`src/rtl/replica_ising_metropolis_step_defines.svh`:
```
// Assertion macros shared by the lattice flip engine RTL.
`ifndef REPLICA_ISING_METROPOLIS_STEP_DEFINES_SVH
`define REPLICA_ISING_METROPOLIS_STEP_DEFINES_SVH

// A property that must hold at every clock edge outside reset.
`define RIMS_ASSERT(lbl, prop, msg) \
  lbl: assert property (@(posedge clk_i) disable iff (!rst_ni) (prop)) else $error(msg);

// A condition in one cycle that forces a consequence in the next one.
`define RIMS_ASSERT_NEXT(lbl, ante, cons, msg) \
  lbl: assert property (@(posedge clk_i) disable iff (!rst_ni) (ante) |=> (cons)) \
    else $error(msg);

`endif

```
`src/rtl/rims_pkg.sv`:
```
// Shared constants, codes and types of the lattice flip engine.
package rims_pkg;

  localparam int ROWS        = 32;
  localparam int COLS        = 32;
  localparam int ROW_W       = $clog2(ROWS);
  localparam int COL_W       = $clog2(COLS);
  localparam int THR_COUNT   = 6;
  localparam int CFG_IDX_W   = 3;
  localparam int CFG_DATA_W  = 32;
  localparam int DRAW_W      = 32;
  localparam int CHANGE_W    = 4;
  localparam int TALLY_W     = 13;
  localparam int TALLY_LIMIT = 3072;

  // Command codes.
  localparam logic CMD_LOAD  = 1'b0;
  localparam logic CMD_TRIAL = 1'b1;

  // Register indexes: thresholds sit at indexes zero through five.
  localparam logic [CFG_IDX_W-1:0] CFG_COUPLING = 3'd6;

  // Row reads issued when an item is accepted.
  typedef struct packed {
    logic             en;
    logic [ROW_W-1:0] dn;
    logic [ROW_W-1:0] mid;
    logic [ROW_W-1:0] up;
  } spin_rd_req_t;

  // One full row write.
  typedef struct packed {
    logic             we;
    logic [ROW_W-1:0] row;
    logic [COLS-1:0]  data;
  } spin_wr_req_t;

  // The three rows around the chosen site.
  typedef struct packed {
    logic [COLS-1:0] dn;
    logic [COLS-1:0] mid;
    logic [COLS-1:0] up;
  } spin_rows_t;

endpackage

```
`src/rtl/rims_flip_part.sv`:
```
// Energy change of flipping one site in one replica, from its three rows.
module rims_flip_part
  import rims_pkg::*;
(
  input  spin_rows_t                  rows_i,
  input  logic [COL_W-1:0]            col_i,
  output logic signed [CHANGE_W-1:0]  part_o
);

  logic [COL_W-1:0]          lf, rt;
  logic [2:0]                ones;
  logic signed [CHANGE_W-1:0] half;

  always_comb begin
    rt = (col_i == COL_W'(COLS - 1)) ? '0 : col_i + 1'b1;
    lf = (col_i == '0) ? COL_W'(COLS - 1) : col_i - 1'b1;
    ones = 3'(rows_i.up[col_i]) + 3'(rows_i.dn[col_i]) + 3'(rows_i.up[lf])
         + 3'(rows_i.dn[rt]) + 3'(rows_i.mid[rt]) + 3'(rows_i.mid[lf]);
    half = $signed({1'b0, ones}) - 4'sd3;
    part_o = rows_i.mid[col_i] ? -half : half;
  end

endmodule

```
`config.mk`:
```
export PLATFORM = sky130hd
export DESIGN_NAME = rims_flip_part
export DESIGN_NICKNAME = d
export VERILOG_FILES = /design/src/rtl/replica_ising_metropolis_step_defines.svh /design/src/rtl/rims_pkg.sv /design/src/rtl/rims_flip_part.sv
export SDC_FILE = /design/constraint.sdc
export NUM_CORES = 1
export LEC_CHECK = 0
export BUFFER_PORTS_ARGS = -buffer_cell sky130_fd_sc_hd__buf_2
export CAP_MARGIN = 25
export CORE_ASPECT_RATIO = 1.5
export CORE_UTILIZATION = 50
export DETAILED_ROUTE_END_ITERATION = 7
export PLACE_DENSITY_LB_ADDON = 0.05
export SLEW_MARGIN = 10
export SYNTH_ARGS = -nofsm -noshare
export SYNTH_HDL_FRONTEND = slang
export SYNTH_SLANG_ARGS = --single-unit
```
`constraint.sdc`:
```
create_clock -name vclk -period 6.35
set_input_delay 0.3175 -clock vclk [all_inputs]
set_output_delay 0.3175 -clock vclk [all_outputs]
set_load 0.01 [all_outputs]
```
# [Yosys cells after proc, flatten, opt, wreduce, memory -nomap -nowiden]
# Cells that the tools add are included.
# Widths: inputs -> output; s select.
[totals] romBits=0 in_bits=101 word_cells=31 memories=0 latch_bits=0 register_bits=0 ram_bits=0
[classes] n_div=0 eq_ne=1 bitwise_logic=0 order_cmp=3 reduce_logical=1 shift=0 n_addsub=9 muxes=17 multipliers=0
[ops] cell="$bmux 1 s5" n=7
[ops] cell="$lt 5x6->1 const B" n=3
[ops] cell="$mux 5" n=2
[ops] cell="$add 3x1->3" n=3
[ops] cell="$mux 1" n=7
[ops] cell="$add 5x1->5 const B" n=1
[ops] cell="$eq 5x5->1 const B" n=1
[ops] cell="$logic_not 5->1" n=1
[ops] cell="$sub 5x1->5 const B" n=1
[ops] cell="$mux 4" n=1
[ops] cell="$neg 4->4" n=1
[ops] cell="$sub 3x2->4 const B" n=1
[ops] cell="$add 2x1->3" n=1
[ops] cell="$add 1x1->2" n=1

# [Depth between registers and ports, before layout]
[depth] word_depth=11 ltp_mapped=20 mapped_depth_nobuf=17

# [Worst setup path after synthesis]
# OpenSTA, ideal clock, no wires.
[synth_path] path_kind="input-to-output" start="in col_i[1]" end="out part_o[2]" stages=20 arrival_ns=4.338 path_buffers=3 path_slack_ns=1.694 cell_sequence="buf_2 inv_1 ha_1 nor3b_2 a21o_1 buf_6 buf_2 mux4_2 nand2_1 nand2_1 a311oi_1 ha_1 fa_1 fa_1 inv_1 fa_1 inv_1 ha_1 nor2b_4 xnor2_2"
[synth_between] elab_chain_cells=11 word_cells_on_any_way=28
[synth_rtl] item="start, declared" line_no="rims_flip_part.sv:6" text="input logic [COL_W-1:0] col_i,"
[synth_rtl] item="$sub 5x1->5 or $logic_not 5->1 (tied branches)" line_no="rims_flip_part.sv:16" text="lf = (col_i == '0) ? COL_W'(COLS - 1) : col_i - 1'b1;"
[synth_rtl] item="$mux 5" line_no="rims_flip_part.sv:16"
[synth_rtl] item="$bmux 1 s5" line_no="rims_flip_part.sv:17" text="ones = 3'(rows_i.up[col_i]) + 3'(rows_i.dn[col_i]) + 3'(rows_i.up[lf])"
[synth_rtl] item="$mux 1 (implied by the code)" line_no="rims_flip_part.sv:17"
[synth_rtl] item="$add 2x1->3" line_no="rims_flip_part.sv:17"
[synth_rtl] item="$add 3x1->3 (3 in series)" line_no="rims_flip_part.sv:18" text="+ 3'(rows_i.dn[rt]) + 3'(rows_i.mid[rt]) + 3'(rows_i.mid[lf]);"
[synth_rtl] item="$sub 3x2->4" line_no="rims_flip_part.sv:19" text="half = $signed({1'b0, ones}) - 4'sd3;"
[synth_rtl] item="$neg 4->4" line_no="rims_flip_part.sv:20" text="part_o = rows_i.mid[col_i] ? -half : half;"
[synth_rtl] item="$mux 4 (*)" line_no="rims_flip_part.sv:20"
[synth_rtl] item="end, declared" line_no="rims_flip_part.sv:7" text="output logic signed [CHANGE_W-1:0] part_o"
# Every way passes the cells marked *; elsewhere a longest branch is shown, timed or not. The select of a mux whose other input is x is not followed.

# [Worst setup path in the final report]
[layout_path] start="in col_i[0]" end="out part_o[2]"
# The elaborated chain is that of the path after synthesis.

==> flow_metrics.env <==
export IMPL_post_cts_resized=0
export IMPL_yosys_area_share_simple=0.1052
export IMPL_switchingPower_mw=0.1770
export IMPL_max_freq_mhz=183.2
export IMPL_tns_ns=0
export IMPL_postSynthCellCount=176
export IMPL_totalWireLength_mm=5.907
export IMPL_post_drt_via_cell_ratio=6.672
export IMPL_register_area_um2=0
export IMPL_critPathBufInv=5
export IMPL_numSequentialCells=0
export IMPL_cts_setup_buffers=0
export IMPL_grt_pass1_wl_mm=9.804
export IMPL_min_to="part_o[1]"
export IMPL_synthTopCellsByCount="55 x mux4_2, 22 x mux2i_1, 13 x nand2_1"
export IMPL_cp_required_ns=6.03
export IMPL_crit_family="adder cells"
export IMPL_fp_dieW_um=56.31
export IMPL_whs_ns=1.283
export IMPL_portBuffers=105
export IMPL_drt_iter0_drc=78
export IMPL_syn_area_per_cell_um2=12.57
export IMPL_grt_max_degree=32
export IMPL_synth_cell_types=34
export IMPL_antenna_cells=0
export IMPL_overflow=0
export IMPL_cp_arrival_ns=5.14
export IMPL_cp_end_kind="output port"
export IMPL_p_seq_frac=0
export IMPL_place_congestion=0.8386
export IMPL_p_int_mw=0.1960
export IMPL_clkPwrFrac=0
export IMPL_crit_type="input pin to output port"
export IMPL_hold_path_cell_count=5
export IMPL_worst_path_max_delay_cell="a21o_1"
export IMPL_synth_top_family_by_area="multiplexers"
export IMPL_fillCellCount=379
export IMPL_worstSetupStartpointType="input pin"
export IMPL_slew_headroom=0.5223
export IMPL_cts_hold_buffers=0
export IMPL_hold_path_class="input pin to output port"
export IMPL_powerDensity_nw_per_um2=138.5
export IMPL_synth_xor_area_frac=0.03054
export IMPL_yosys_top_cells_area="mux4_2 56%, mux2i_1 10%, ha_1 2.8%"
export IMPL_hold_viol_final=0
export IMPL_p_leak_nw=1.184
export IMPL_grt_pass1_vias=2150
export IMPL_yosysTopAreaCell="mux4_2"
export IMPL_crit_fanout=16
export IMPL_io_pin_count=105
export IMPL_track_usage=0.2577
export IMPL_wl_per_cell_um=18.81
export IMPL_yosys_area_top_type_share=0.5600
export IMPL_synthMuxAreaShare=0.6883
export IMPL_ys_warn_count=0
export IMPL_n_clock_buffer=0
export IMPL_ys_seq_area_frac=0
export IMPL_ant_nets=0
export IMPL_synth_most_common_cell="mux4_2"
export IMPL_start_util=0.5211
export IMPL_swShare=0.4746
export IMPL_status="completed"
export IMPL_tightest_slew_ns=0.7166
export IMPL_min_period_over_period=0.8595
export IMPL_die_y_um=83.47
export IMPL_cap_violations=0
export IMPL_vias=2095
export IMPL_antenna_found_initial=0
export IMPL_drc=0
export IMPL_layout_nets=379
export IMPL_synth_adder_area_share=0.05543
export IMPL_rsz0062_at_grt="no"
export IMPL_combPwrFrac=1.000
export IMPL_num_rows=29
export IMPL_setup_violations=0
export IMPL_hpwl_mm=4.876
export IMPL_drive_gt1_frac=0.6493
export IMPL_period_needed_ns=5.458
export IMPL_finalMaxSlewViolations=0
export IMPL_syn_cell_area_um2=2212
export IMPL_synth_compound_area_frac=0.04412
export IMPL_hp_start="col_i[4]"
export IMPL_crit_path_max_incr_delay_ns=0.62
export IMPL_ir_drop_mv=0.3178
export IMPL_cp_cell_sequence="buf_2, inv_2, ha_1, nor3b_2, a21o_1, mux4_2, mux2i_1, nor3_1, a311oi_1, ha_1, fa_1, fa_1, inv_1, fa_1, inv_1, ha_1, nor2b_4, xnor2_2, buf_2"
export IMPL_drtPass1Iterations=4
export IMPL_dieArea_um2=4700
export IMPL_fp_coreArea_um2=4245
export IMPL_area_delta_synth_final_pct=21.78
export IMPL_syn_nets=285
[how the worst max path moves through the flow]
stage	to	startpoint	cells past startpoint	slack, ns
after floorplan	part_o[2]	col_i[1]	20	1.69
after global placement	part_o[2]	col_i[0]	19	0.94
after detailed placement	part_o[2]	col_i[0]	19	0.88
after CTS	part_o[2]	col_i[0]	19	0.88
after global routing	part_o[2]	col_i[1]	19	0.57
final	part_o[2]	col_i[0]	19	0.89
[power by group through the flow]
stage               Sequential [mW]  Combinational [mW]  Clock (mW)
global route                      0               0.408           0
floorplan                         0               0.270           0
detailed placement                0               0.376           0
finish                            0               0.373           0
global placement                  0               0.370           0
CTS                               0               0.377           0
[tightest hold or removal path: stages]
cell	delay (ns)
buf_2	0.17
nand3_1	0.09
nand4_1	0.18
o21ai_1	0.08
buf_2	0.13
[logic make-up after synthesis]
kind of cell               after synthesis
and+or+nand+nor                         42
muxes                                   80
AOI/OAI and AO/OA                       13
adders and majority gates                8
buffers and inverters                   27
xor gates and xnor gates                 6
[cell type report]
type | instances | area (µm²) | share of cell area
Multi-Input combinational cell | 149 | 2043 | 0.7585
Tap cell | 46 | 57.56 | 0.02137
Timing Repair Buffer | 109 | 555.5 | 0.2062
Inverter | 10 | 37.54 | 0.01393
[routing by layer]
layer  vias up  GRT usage  routed length, µm
met5         -          0                  0
met4         0    0.03548                 55
met3         6    0.01550                307
met2       102     0.4881               3310
met1      1043     0.3273               2233
li1        944          -                  -
[through the flow]
stage,cell area (µm²),setup slack [ns],util,total power [mW],instances
after CTS,2694,0.8772,0.6345,0.3765,314
after detailed placement,2694,0.8760,0.6345,0.3756,314
after global routing,2694,0.5747,0.6345,0.4075,314
final,2694,0.8921,0.6345,0.3730,314
after global placement,2694,0.9424,0.6345,0.3700,314
after floorplan,2212,1.694,-,0.2705,176
[layout by cell type, fill, tap and decap left out, drive strengths merged]
master,instances
buf,109
mux4,57
mux2i,22
nand2,13
inv,10
nand3,8
nand4,6
nor2,6
ha,5
xnor2,5
a311oi,4
a211oi,3
nor3,3
fa,3
o21ai,3
and3,1
nor4,1
a211o,1
nor3b,1
a21o,1
xor2,1
a2111oi,1
mux2,1
and3b,1
and2,1
nor2b,1
No activity file was read; power rests on OpenSTA's default activity.
